==> config.mk <==
export PLATFORM = sky130hd
export DESIGN_NAME = packed_index_unpacker
export DESIGN_NICKNAME = d
export VERILOG_FILES = /design/src/hdl/piu_pkg.sv /design/src/hdl/piu_ctrl.sv /design/src/hdl/piu_dp.sv /design/src/hdl/packed_index_unpacker.sv
export SDC_FILE = /design/constraint.sdc
export NUM_CORES = 1
export LEC_CHECK = 0
export BUFFER_PORTS_ARGS = -buffer_cell sky130_fd_sc_hd__buf_4
export CORE_ASPECT_RATIO = 1.2
export CORE_UTILIZATION = 45
export DETAILED_ROUTE_END_ITERATION = 10
export GPL_ROUTABILITY_DRIVEN = 0
export MAX_ROUTING_LAYER = met4
export PLACE_DENSITY_LB_ADDON = 0.25
export SETUP_SLACK_MARGIN = 0.5
export SLEW_MARGIN = 20
export SYNTH_ARGS = -nofsm -noshare
export SYNTH_HDL_FRONTEND = slang
export SYNTH_SLANG_ARGS = --single-unit
export TNS_END_PERCENT = 100
==> constraint.sdc <==
create_clock -name i_clk -period 3.3 [get_ports i_clk]
set_input_delay 0.33 -clock i_clk [delete_from_list [all_inputs] [get_ports i_clk]]
set_output_delay 0.33 -clock i_clk [all_outputs]
set_load 0.005 [all_outputs]
==> src/hdl/piu_pkg.sv <==
// ----------------------------------------------------------------------------
// piu_pkg
// Shared types, constants and helpers for the packed index unpacker.
// ----------------------------------------------------------------------------
package piu_pkg;

    localparam int SECTION_ENTRIES_DEF = 4096;
    localparam int WORD_BITS_DEF       = 64;
    localparam int MIN_ENTRY_BITS_DEF  = 4;

    localparam int MAX_ENTRY_BITS = 16;
    localparam int EB_W           = 5;   // holds 0..MAX_ENTRY_BITS
    localparam int CFG_W          = 13;
    localparam int IDX_W          = 12;
    localparam int POS_W          = 12;
    localparam int PWORD_W        = 64;

    typedef struct packed {
        logic [PWORD_W-1:0] packed_word;
        logic               start_section;
    } t_in_item;

    typedef struct packed {
        logic [IDX_W-1:0] palette_index;
        logic [POS_W-1:0] entry_position;
        logic             last_of_word;
    } t_out_item;

    typedef enum logic {
        ST_IDLE,
        ST_RUN
    } t_state;

    typedef struct packed {
        logic load;   // take the input word
        logic step;   // produce one entry into the output register
    } t_dp_cmd;

    typedef struct packed {
        logic load_full;  // section already complete for the offered word
        logic last;       // current entry is the final one of the word
        logic out_free;   // output register can take a new entry
    } t_dp_stat;

    // smallest w with 2^w >= size, clamped below at min_bits
    function automatic logic [EB_W-1:0] entry_bits(input logic [CFG_W-1:0] size,
                                                   input int min_bits);
        logic [EB_W-1:0] w;
        w = '0;
        for (int i = 0; i < MAX_ENTRY_BITS; i++) begin
            if ((32'd1 << i) < 32'(size)) begin
                w = EB_W'(i + 1);
            end
        end
        if (int'(w) < min_bits) begin
            w = EB_W'(min_bits);
        end
        return w;
    endfunction

endpackage

==> src/hdl/piu_ctrl.sv <==
// ----------------------------------------------------------------------------
// piu_ctrl
// Sequencer: accepts a word, then steps the datapath once per entry.
// ----------------------------------------------------------------------------
module piu_ctrl import piu_pkg::*; (
    input  logic     i_clk,
    input  logic     i_rst_n,
    input  logic     i_in_valid,
    output logic     o_in_ready,
    input  t_dp_stat i_stat,
    output t_dp_cmd  o_cmd
);

    t_state r_state;
    t_state n_state;

    always_ff @(posedge i_clk) begin
        if (!i_rst_n) begin
            r_state <= ST_IDLE;
        end else begin
            r_state <= n_state;
        end
    end

    always_comb begin
        n_state = r_state;
        case (r_state)
            ST_IDLE: begin
                if (i_in_valid && !i_stat.load_full) begin
                    n_state = ST_RUN;
                end
            end
            ST_RUN: begin
                if (i_stat.out_free && i_stat.last) begin
                    n_state = ST_IDLE;
                end
            end
            default: n_state = ST_IDLE;
        endcase
    end

    always_comb begin
        o_in_ready = 1'b0;
        o_cmd      = '0;
        case (r_state)
            ST_IDLE: begin
                o_in_ready = 1'b1;
                o_cmd.load = i_in_valid;
            end
            ST_RUN: begin
                o_cmd.step = i_stat.out_free;
            end
            default: ;
        endcase
    end

    // a word for a full section produces nothing and leaves us idle
    a_full_stays_idle: assert property (@(posedge i_clk) disable iff (!i_rst_n)
        (r_state == ST_IDLE && i_in_valid && i_stat.load_full) |=> r_state == ST_IDLE)
        else $error("word for full section started a run");

    a_last_ends_run: assert property (@(posedge i_clk) disable iff (!i_rst_n)
        (r_state == ST_RUN && o_cmd.step && i_stat.last) |=> r_state == ST_IDLE)
        else $error("run continued past last entry");

    a_no_step_idle: assert property (@(posedge i_clk) disable iff (!i_rst_n)
        (r_state == ST_IDLE) |-> !o_cmd.step)
        else $error("step issued while idle");

endmodule

==> src/hdl/piu_dp.sv <==
// ----------------------------------------------------------------------------
// piu_dp
// Word shifter, bit offset, section counter and output register.
// ----------------------------------------------------------------------------
module piu_dp import piu_pkg::*; #(
    parameter int SECTION_ENTRIES = SECTION_ENTRIES_DEF,
    parameter int WORD_BITS       = WORD_BITS_DEF,
    parameter int MIN_ENTRY_BITS  = MIN_ENTRY_BITS_DEF
) (
    input  logic             i_clk,
    input  logic             i_rst_n,
    input  logic             i_cfg_we,
    input  logic [CFG_W-1:0] i_cfg_wdata,
    input  t_in_item         i_in,
    input  logic             i_out_ready,
    input  t_dp_cmd          i_cmd,
    output t_dp_stat         o_stat,
    output logic             o_out_valid,
    output t_out_item        o_out
);

    localparam int CNT_W = $clog2(SECTION_ENTRIES + 1);
    localparam int OFS_W = $clog2(WORD_BITS + 2 * MAX_ENTRY_BITS + 1);
    localparam logic [CNT_W-1:0] SEC_LIMIT  = CNT_W'(SECTION_ENTRIES);
    localparam logic [OFS_W-1:0] WORD_LIMIT = OFS_W'(WORD_BITS);

    logic [EB_W-1:0]      r_entry_bits;
    logic [WORD_BITS-1:0] r_word;
    logic [OFS_W-1:0]     r_offset;
    logic [CNT_W-1:0]     r_count;
    logic                 r_out_valid;
    t_out_item            r_out;

    logic [OFS_W-1:0] w_ofs;
    logic [CNT_W-1:0] load_base;
    logic [IDX_W-1:0] idx_mask;
    t_out_item        n_out;

    assign w_ofs     = OFS_W'(r_entry_bits);
    assign load_base = i_in.start_section ? '0 : r_count;

    always_comb begin
        for (int k = 0; k < IDX_W; k++) begin
            idx_mask[k] = (k < int'(r_entry_bits));
        end
    end

    always_comb begin
        o_stat.load_full = (load_base >= SEC_LIMIT);
        // last when the following entry would not fit, or the section fills
        o_stat.last      = ((r_offset + (w_ofs << 1)) > WORD_LIMIT)
                        || ((r_count + CNT_W'(1)) >= SEC_LIMIT);
        o_stat.out_free  = !r_out_valid || i_out_ready;
    end

    always_comb begin
        n_out.palette_index  = r_word[IDX_W-1:0] & idx_mask;
        n_out.entry_position = POS_W'(r_count);
        n_out.last_of_word   = o_stat.last;
    end

    always_ff @(posedge i_clk) begin
        if (!i_rst_n) begin
            r_entry_bits <= entry_bits(CFG_W'(1), MIN_ENTRY_BITS);
            r_count      <= '0;
            r_out_valid  <= 1'b0;
        end else begin
            if (i_cfg_we) begin
                r_entry_bits <= entry_bits(i_cfg_wdata, MIN_ENTRY_BITS);
            end
            if (i_cmd.load) begin
                r_count <= load_base;
            end else if (i_cmd.step) begin
                r_count <= r_count + CNT_W'(1);
            end
            if (i_cmd.step) begin
                r_out_valid <= 1'b1;
            end else if (i_out_ready) begin
                r_out_valid <= 1'b0;
            end
        end
    end

    always_ff @(posedge i_clk) begin
        if (i_cmd.load) begin
            r_word   <= i_in.packed_word[WORD_BITS-1:0];
            r_offset <= '0;
        end else if (i_cmd.step) begin
            r_word   <= r_word >> r_entry_bits;
            r_offset <= r_offset + w_ofs;
        end
        if (i_cmd.step) begin
            r_out <= n_out;
        end
    end

    assign o_out_valid = r_out_valid;
    assign o_out       = r_out;

    a_count_bound: assert property (@(posedge i_clk) disable iff (!i_rst_n)
        r_count <= SEC_LIMIT)
        else $error("entry count beyond section size");

    a_entry_fits: assert property (@(posedge i_clk) disable iff (!i_rst_n)
        i_cmd.step |-> (r_offset + w_ofs) <= WORD_LIMIT)
        else $error("entry extends past end of word");

    a_step_fills_out: assert property (@(posedge i_clk) disable iff (!i_rst_n)
        i_cmd.step |=> o_out_valid)
        else $error("stepped entry did not reach output");

endmodule

==> src/hdl/packed_index_unpacker.sv <==
// ----------------------------------------------------------------------------
// packed_index_unpacker
// Unpacks fixed-width palette indices from packed words of one section.
// ----------------------------------------------------------------------------
// A word is taken while idle, then its entries leave one per cycle through
// the output register while it can take an entry (a stalled output holds the
// run), and no new word is taken until the last entry is stepped out; a word
// arriving after the section is full is taken and yields nothing. The entry
// shifter is stepped once per emitted entry. The next word can be taken while
// the final entry of the previous one still waits in the output register.
// The entry width follows palette_size when it is written.
module packed_index_unpacker import piu_pkg::*; #(
    parameter int SECTION_ENTRIES = SECTION_ENTRIES_DEF,
    parameter int WORD_BITS       = WORD_BITS_DEF,
    parameter int MIN_ENTRY_BITS  = MIN_ENTRY_BITS_DEF
) (
    input  logic             i_clk,
    input  logic             i_rst_n,
    input  logic             i_cfg_we,
    input  logic [CFG_W-1:0] i_cfg_wdata,
    input  logic             i_in_valid,
    output logic             o_in_ready,
    input  t_in_item         i_in,
    output logic             o_out_valid,
    input  logic             i_out_ready,
    output t_out_item        o_out
);

    t_dp_cmd  dp_cmd;
    t_dp_stat dp_stat;

    piu_ctrl u_ctrl (
        .i_clk      (i_clk),
        .i_rst_n    (i_rst_n),
        .i_in_valid (i_in_valid),
        .o_in_ready (o_in_ready),
        .i_stat     (dp_stat),
        .o_cmd      (dp_cmd)
    );

    piu_dp #(
        .SECTION_ENTRIES (SECTION_ENTRIES),
        .WORD_BITS       (WORD_BITS),
        .MIN_ENTRY_BITS  (MIN_ENTRY_BITS)
    ) u_dp (
        .i_clk       (i_clk),
        .i_rst_n     (i_rst_n),
        .i_cfg_we    (i_cfg_we),
        .i_cfg_wdata (i_cfg_wdata),
        .i_in        (i_in),
        .i_out_ready (i_out_ready),
        .i_cmd       (dp_cmd),
        .o_stat      (dp_stat),
        .o_out_valid (o_out_valid),
        .o_out       (o_out)
    );

endmodule

==> run summary, run 1 <==
Outcome - finished, final reports clean
Final hold viol count - 0
Antenna cell count - 0
Total CTS buffers - 17
DR pass1 iterations - 5
Port bufs - 109
Die area - 0.0181 mm^2
Max-slew violation count - 0
Fin cells - 1,038
NumNets Final - 903
Multiplexer share of the synthesized area - 23.0%
Top-Level Pins - 110
Largest stage delay, worst path - 650 ps
CTS tree - built
TritonCTS Sinks - 115
Layout Skew - 11.6 ps
Number of synthesized flops with an enable pin - 89
Number of max-cap violations - 0
Final setup viols - 0
Starting Density - 46.3%
Initial drt markers - 650
Largest family of logic cells by synthesized area - multiplexers
Root buf cell - clkbuf_16
Seq/Total Area, Yosys - 40.5%
Hold WC Path Type - input port to flip-flop
Mapped cell area - 0.00789 mm^2
Commonest non-fill, non-tap cell in the layout - buf_4
Setup crit end kind - flip-flop
Share of cells above drive strength 1 - 33.1%
DIE HEIGHT - 147 um
Post-synthesis instance total - 714
Pwr dens - 551 mW/mm^2
Resize count post-CTS - 0
Largest net degree at the start of global routing - 63
Syn-to-layout area delta - 19.7%
Crit-path leading delay family - multiplexers
CP most frequent cell - nor2_1
Post-synth cell types - 63
WL/cell - 20.7 um
Max FO, Critical Path - 26
Slowest cell on the critical path - mux4_1
Syn Nets - 808
Clk buf depth - 2
Vias - 6,540
Period utilization - 77.1%
Detailed-route DRC error count - 0
CP Launch Type - flip-flop
Most frequent cells in the layout - 130 x buf_4, 113 x nand2_1, 89 x edfxtp_1
Simple-gate share of the synthesized area - 14.5%
Synthesized flop and latch total - 115
Initial antenna violation count - 0
Finished Cell Area - 0.00945 mm^2
Inst Count DP - 1,006
Syn Area/Cell - 11.1 um^2
GRT Total Usage - 25.6%
Core footprint - 0.0170 mm^2
RSZ-0062 raised after global routing - no
Hold Slack - 160 ps
Clock Pin Slew Worst Setup and Hold Paths - 60 ps
Grt ovf - 0
Die extent in x - 123 um
Wire length of the first global-routing pass - 34,200 um
Required time of the critical path - 3480 ps
Fill cells - 1,484
Worst slew margin - 42.9%
Clk_lat worst skew - 430 ps
Synth warnings - 0
Synth Area in Adders - 1.93%
Row count - 52
Placed cell area - 0.00890 mm^2
Final wirelength - 21,400 um
Antenna-violating nets left - 0
TNS Setup - 0 ps
Leakage power total - 3.42 nW
Arrival @ worst endpoint - 2730 ps
CP cell instances - buf_4 -> mux4_1 -> mux4_2 -> nor2_1 -> nor2_1
Vias in the first global route - 6,497
Setup CP Type - flip-flop to flip-flop
Fraction of registers with async set/reset - 0%
Vias per cell - 6.30
Top_reg_cell synth - edfxtp_1
Post-synthesis xor/xnor area fraction - 1.11%
Max Clock Freq - 393 MHz
Least-Margin Pin Slew - 856 ps
Hold-fix buffers, CTS - 0
WP buf/inv - 1
Compound-Gate Fraction of Synth Area - 15.0%
DP HPWL - 15,200 um
Final min period - 2550 ps
Peak supply drop - 0.405 mV
H-tree Lvls - 4
Post-CTS Setup Bufs - 0
-- layout make-up --
class                      count  area (um^2)  share of cell area [%]
clock buffer                  18          429                    4.54
clock inverter                14          123                    1.30
multi-input combinational    528         4390                    46.5
timing repair buffer         130          976                    10.3
sequential                   115         3200                    33.8
tap                          216          270                    2.86
inverter                      17         63.8                   0.675
-- cells by family (layout without fill, tap and decap cells) --
| logic type | Yosys count | count (layout) |
|---|---|---|
| compound gates | 152 | 152 |
| xor+xnor | 10 | 10 |
| fa+ha+maj | 11 | 11 |
| buf+inv | 71 | 179 |
| flops | 115 | 115 |
| mux | 106 | 106 |
| simple gates | 249 | 249 |
-- through the flow --
stage / worst slack, ps / util, % / total power [W]
4_1_cts: 712 / 55.4 / 0.00522
3_5_place_dp: 756 / 52.2 / 0.00348
5_1_grt: 544 / 55.4 / 0.00543
2_1_floorplan: 706 / - / 0.00301
6_report: 754 / 55.4 / 0.00521
3_3_place_gp: 839 / 52.2 / 0.00344
-- Yosys cell counts (all sizes together) (17+ instances only) --
master | n | area (um^2)
mux2i | 41 | 410
o21ai | 26 | 130
dfxtp | 26 | 521
nor2 | 55 | 206
a21oi | 22 | 110
mux4 | 59 | 1340
edfxtp | 89 | 2670
nand3 | 23 | 115
buf | 22 | 134
clkbuf | 32 | 120
o221a | 30 | 338
nand2 | 113 | 424
inv | 17 | 63.8
-- state kept, by name (all words and copies together), names as in the netlist --
register	count
u_dp.r_offset	7
u_dp.o_out_valid	1
u_dp.r_entry_bits	4
u_dp.r_count	13
u_dp.o_out	25
u_dp.r_word	64
u_ctrl.r_state	1
-- path summary, 6_finish.rpt --
| check | from | to | slack, ps | depth (start not counted) |
|---|---|---|---|---|
| max | u_dp.r_entry_bits[0] | u_dp.r_word[27] | 750 | 5 |
| max reg2reg | u_dp.r_entry_bits[0] | u_dp.r_word[27] | 750 | 5 |
| min | i_cfg_we | u_dp.r_entry_bits[3] | 160 | 2 |
| min reg2reg | u_dp.r_count[11] | u_dp.o_out[12] | 440 | 0 |
-- metal layers --
| layer | share of wire, % | vias to the layer above | track usage, % | wire length [um] |
|---|---|---|---|---|
| li1 | - | 2987 | - | - |
| met1 | 41 | 3219 | 33.1 | 8730 |
| met2 | 50 | 295 | 40.8 | 10800 |
| met3 | 6.9 | 39 | 4.08 | 1470 |
| met4 | 2.0 | 0 | 8.96 | 433 |
| met5 | 0 | - | - | 0 |
-- worst register-to-register path, stage by stage, from the launching register on --
cell and delay [ps]:
dfxtp_4 620, buf_4 360, mux4_1 660, mux4_2 470, nor2_1 140, nor2_1 70
-- power breakdown --
| part | switching, W | leakage [nW] | internal [W] | total [W] |
|---|---|---|---|---|
| sequential | 0.000218 | 1.07 | 0.00185 | 0.00207 |
| combinational | 0.000707 | 2.07 | 0.000704 | 0.00141 |
| clock | 0.000747 | 0.270 | 0.000981 | 0.00173 |
(Power assumes the default switching activity.)
==> run 2: changes to the inputs <==
==> constraint.sdc (replaced) <==
create_clock -name i_clk -period 2.3 [get_ports i_clk]
set_input_delay 0.23 -clock i_clk [delete_from_list [all_inputs] [get_ports i_clk]]
set_output_delay 0.23 -clock i_clk [all_outputs]
set_load 0.005 [all_outputs]
==> run 2 against run 1 <==
  * Setup slack worse by 580 ps
  * Sequential share of layout area down 4.0 points
  * Highest routed layer unchanged
  * Global-route usage up 2.3 points
  * Count of clock-buffer cells in the layout is 1 lower
  * Largest cell class unchanged
  * Routed wire length is 15% higher
==> run summary, run 2 (synthesized netlist as in run 1, its figures left out) <==
Outcome - finished, final reports clean
Period utilization - 92.2% (+15 points)
TNS Setup - 0 ps (unchanged)
DR pass1 iterations - 5 (unchanged)
Setup crit end kind - flip-flop
RSZ-0062 raised after global routing - yes
Root buf cell - clkbuf_16
Max FO, Critical Path - 6 (-77%)
Starting Density - 46.3% (unchanged)
Row count - 52 (unchanged)
Required time of the critical path - 2490 ps (-990 ps)
Final core utilization - 63.1% (+7.6 points)
Total CTS buffers - 17 (unchanged)
Core footprint - 0.0170 mm^2 (unchanged)
Antenna cell count - 0 (unchanged)
GRT Total Usage - 27.9% (+2.3 points)
Vias - 7,026 (+7.4%)
Fin cells - 1,078 (+3.9%)
Crit-path leading delay family - multiplexers
Detailed-route DRC error count - 0 (unchanged)
H-tree Lvls - 4 (unchanged)
Pwr dens - 791 mW/mm^2 (+44%)
Slowest cell on the critical path - mux4_2
Commonest non-fill, non-tap cell in the layout - buf_4
Most frequent cells in the layout - 145 x buf_4, 89 x edfxtp_1, 79 x nand2_1
DIE HEIGHT - 147 um (unchanged)
CTS tree - built
Initial antenna violation count - 0 (unchanged)
Setup WS pre-CTS - 102 ps (-655 ps)
DP HPWL - 15,900 um (+4.6%)
Max reg flops - 64 (unchanged)
Final min period - 2120 ps (-424 ps)
Largest Register - u_dp.r_word
Vias per cell - 6.52 (+3.4%)
Max Clock Freq - 471 MHz (+20%)
Max-slew violation count - 0 (unchanged)
Final setup viols - 0 (unchanged)
Initial drt markers - 751 (+16%)
Grt ovf - 0 (unchanged)
Top-Level Pins - 110 (unchanged)
Number of max-cap violations - 0 (unchanged)
Port bufs - 109 (unchanged)
Final hold viol count - 0 (unchanged)
Wire length of the first global-routing pass - 37,100 um (+8.6%)
CP cell instances - buf_6 -> mux4_2 -> mux4_2 -> a311oi_2 -> nor2_1
NumNets Final - 943 (+4.4%)
Largest net degree at the start of global routing - 51 (-19%)
Arrival @ worst endpoint - 2310 ps (-420 ps)
Peak supply drop - 0.648 mV (+60%)
CP Launch Type - flip-flop
Antenna-violating nets left - 0 (unchanged)
Leakage power total - 3.86 nW (+13%)
Least-Margin Pin Slew - 605 ps (-251 ps)
Largest stage delay, worst path - 540 ps (-110 ps)
Clk_lat worst skew - 440 ps (about the same)
Hold WC Path Type - input port to flip-flop
Setup CP Type - flip-flop to flip-flop
CP most frequent cell - mux4_2
Clock Pin Slew Worst Setup and Hold Paths - 60 ps (about the same)
Hold-fix buffers, CTS - 0 (unchanged)
Vias in the first global route - 6,971 (+7.3%)
Layout Skew - 13.0 ps (+1.42 ps)
Syn-to-layout area delta - 36.2%
Hold Slack - 53.1 ps (-107 ps)
Clk buf depth - 2 (unchanged)
Final wirelength - 24,600 um (+15%)
WL/cell - 22.8 um (+10%)
Inst Count DP - 1,013 (+0.70%)
Die area - 0.0181 mm^2 (unchanged)
TritonCTS Sinks - 115 (unchanged)
Die extent in x - 123 um (unchanged)
WP buf/inv - 1 (unchanged)
Worst slew margin - 59.7% (+17 points)
Worst setup margin - 178 ps (-576 ps)
Share of cells above drive strength 1 - 49.8% (+17 points)
==> run 2: cell count changes in the layout (fill, tap and decap cells not counted), moves of 11 or more <==
cell,delta
nand2_1,-34
nand2_2,+31
mux2i_1,-28
mux2i_4,+17
buf_4,+15
buf_6,+11
mux2i_2,+11
==> run 2: cell type report <==
cell class              instances  area [um^2]
fillers                      1271         6300
multi-input cells             528         5090
flip-flops and latches        115         3210
inverters                      17         76.3
well taps                     216          270
clock inverters                15          156
repair buffers                170         1530
clock buffers                  17          425
==> run 2: path summary, 6_finish.rpt <==
check | startpoint | to | slack, ps | cells after the start
worst max register to register | u_dp.r_entry_bits[0] | u_dp.r_word[3] | 180 | 5
worst min-delay path | i_rst_n | u_dp.r_entry_bits[2] | 50 | 2
worst max-delay path | u_dp.r_entry_bits[0] | u_dp.r_word[3] | 180 | 5
worst min register to register | u_dp.r_count[11] | u_dp.o_out[12] | 450 | 0
==> run 2: timing repair <==
item / CTS / global route
gates resized for setup: 107 / 65
pin swaps: 24 / 18
cloned: 3 / 0
buffers inserted: 21 / 9
endpoints found under the setup margin: 115 / 68
==> run 2: metrics by stage <==
step           instance area [um^2]  total power [W]
3_5_place_dp                   9110          0.00512
3_3_place_gp                   9110          0.00505
4_1_cts                       10400          0.00819
2_1_floorplan                  8070          0.00440
6_report                      10800          0.00850
5_1_grt                       10800          0.00879
==> run 2: where the power goes <==
part	switching (W)	internal (W)
Clock	0.00116	0.00154
Combinational	0.00137	0.00143
Sequential	0.000350	0.00265
Total	0.00288	0.00562
==> run 2: layer usage <==
metal / vias to the layer above / track usage, % / routed length (um)
met5: - / - / 0
met4: 0 / 10.0 / 641
met3: 62 / 5.63 / 2080
met1: 3456 / 34.9 / 9260
met2: 433 / 44.7 / 12600
li1: 3075 / - / -
==> run 3: changes to the inputs <==
--- a/config.mk
+++ b/config.mk
@@ -7,7 +7,7 @@
 export LEC_CHECK = 0
 export BUFFER_PORTS_ARGS = -buffer_cell sky130_fd_sc_hd__buf_4
 export CORE_ASPECT_RATIO = 1.2
-export CORE_UTILIZATION = 45
+export CORE_UTILIZATION = 52
 export DETAILED_ROUTE_END_ITERATION = 10
 export GPL_ROUTABILITY_DRIVEN = 0
 export MAX_ROUTING_LAYER = met4
==> run 3 against run 2 <==
  * Setup slack worse by 11 ps
  * Critical path depth is 1 higher
  * First-iteration DRC count grew 6.9%
  * Critical path type unchanged
  * Hold slack gained 3.7 ps
  * Largest power group unchanged
  * Clock skew fell by 3.9 ps
==> run summary, run 3 (synthesized netlist as in run 1, its figures left out) <==
Clk_lat worst skew - 430 ps (about the same)
Share of cells above drive strength 1 - 49.4% (-0.34 points)
Commonest non-fill, non-tap cell in the layout - buf_4
Arrival @ worst endpoint - 2310 ps (about the same)
Syn-to-layout area delta - 35.8%
CP Launch Type - flip-flop
Row count - 48 (-7.7%)
Vias - 7,206 (+2.6%)
WL/cell - 23.6 um (+3.6%)
Wire length of the first global-routing pass - 36,600 um (-1.6%)
Total CTS buffers - 17 (unchanged)
Vias in the first global route - 7,117 (+2.1%)
Max FO, Critical Path - 6 (unchanged)
Setup CP Type - flip-flop to flip-flop
Initial antenna violation count - 0 (unchanged)
DIE HEIGHT - 137 um (-6.9%)
Leakage power total - 3.88 nW (+0.60%)
Setup crit end kind - flip-flop
Clock Pin Slew Worst Setup and Hold Paths - 60 ps (about the same)
Fin cells - 1,068 (-0.93%)
Final setup viols - 0 (unchanged)
Grt ovf - 0 (unchanged)
GRT Total Usage - 31.9% (+4.0 points)
Die area - 0.0157 mm^2 (-13%)
RSZ-0062 raised after global routing - yes
Die extent in x - 114 um (-6.9%)
Peak supply drop - 0.637 mV (-1.8%)
Worst setup margin - 167 ps (-11.1 ps)
Pwr Total - 0.00853 W (+0.31%)
Detailed-route DRC error count - 0 (unchanged)
DR pass1 iterations - 6 (+1)
Number of max-cap violations - 0 (unchanged)
Largest Register - u_dp.r_word
Fill cells - 916 (-28%)
Setup WS pre-CTS - 26.4 ps (-75.2 ps)
Least-Margin Pin Slew - 706 ps (+101 ps)
Hold WC Path Type - input port to flip-flop
DP HPWL - 15,300 um (-3.9%)
Inst Count DP - 992 (-2.1%)
Max-slew violation count - 0 (unchanged)
Root buf cell - clkbuf_16
Max reg flops - 64 (unchanged)
Top-Level Pins - 110 (unchanged)
Placed cell area - 0.00904 mm^2 (-0.77%)
TritonCTS Sinks - 115 (unchanged)
Area of the multi-input gates - 0.00496 mm^2 (-2.6%)
Required time of the critical path - 2480 ps (about the same)
Outcome - finished, final reports clean
TNS Setup - 0 ps (unchanged)
Period utilization - 92.7% (+0.48 points)
Layout Skew - 9.12 ps (-3.89 ps)
Pwr dens - 796 mW/mm^2 (+0.59%)
Final min period - 2130 ps (+11.1 ps)
Clk buf depth - 2 (unchanged)
Finished Cell Area - 0.0107 mm^2 (-0.28%)
Core footprint - 0.0146 mm^2 (-14%)
Most frequent cells in the layout - 146 x buf_4, 89 x edfxtp_1, 87 x nand2_1
Antenna cell count - 0 (unchanged)
Hold-fix buffers, CTS - 0 (unchanged)
Port bufs - 109 (unchanged)
Largest net degree at the start of global routing - 63 (+24%)
CTS tree - built
Initial drt markers - 803 (+6.9%)
Area occupied by registers - 0.00321 mm^2 (about the same)
Final wirelength - 25,200 um (+2.6%)
Max Clock Freq - 469 MHz (-0.52%)
NumNets Final - 949 (+0.64%)
H-tree Lvls - 4 (unchanged)
Final hold viol count - 0 (unchanged)
Vias per cell - 6.75 (+3.5%)
Starting Density - 54.1% (+7.8 points)
Worst slew margin - 52.8% (-6.8 points)
Antenna-violating nets left - 0 (unchanged)
-- run 3: cell count changes in the layout (fill, tap and decap cells not counted), sizes merged --
cell,previous run,this run
inv,27,25
buf,170,173
clkinv,2,3
clkbuf,17,18
bufinv,1,2
bufbuf,0,2
-- run 3: final timing paths --
check | startpoint | to | slack (ps) | cells after the start
max | u_dp.r_entry_bits[0] | u_dp.r_word[11] | 170 | 6
min | i_rst_n | u_dp.r_entry_bits[2] | 60 | 2
max reg2reg | u_dp.r_entry_bits[0] | u_dp.r_word[11] | 170 | 6
min reg2reg | u_dp.r_count[11] | u_dp.o_out[12] | 440 | 0
-- run 3: critical path: stages, from the launching register on --
cell and delay, ps:
dfxtp_4 390, buf_8 150, buf_12 130, mux4_2 550
mux4_2 490, nor2_2 110, nor2_1 60
-- run 3: layout make-up --
class                      count  area share [%]
inverter                      17           0.712
clock inverter                15            1.72
timing repair buffer         176            15.1
sequential                   115            29.9
tap                          200            2.33
clock buffer                  17            3.97
multi-input combinational    528            46.2
-- run 3: what timing repair did --
action	in CTS	in global routing
buffers inserted	26	13
gates resized for setup	65	92
cloned	4	1
pin swaps	13	26
setup endpoints to repair	128	75
-- run 3: metal layers --
layer	vias to the layer above	routed length [um]	track usage, %
li1	3081	-	-
met1	3515	8850	35.9
met2	496	13100	54.2
met3	114	2120	6.29
met4	0	1180	16.2
met5	-	0	-
-- run 3: through the flow --
step                      util, %  hold WS [ps]
after floorplan                 -           408
after global placement       61.9           430
after detailed placement     61.9           422
after CTS                    70.0          52.4
after global routing         73.5          62.2
final                        73.5          56.8
-- run 3: where the power goes --
part / switching (W) / total [W] / internal, W
clock network: 0.00113 / 0.00277 / 0.00165
registers: 0.000349 / 0.00300 / 0.00265
logic: 0.00136 / 0.00275 / 0.00139
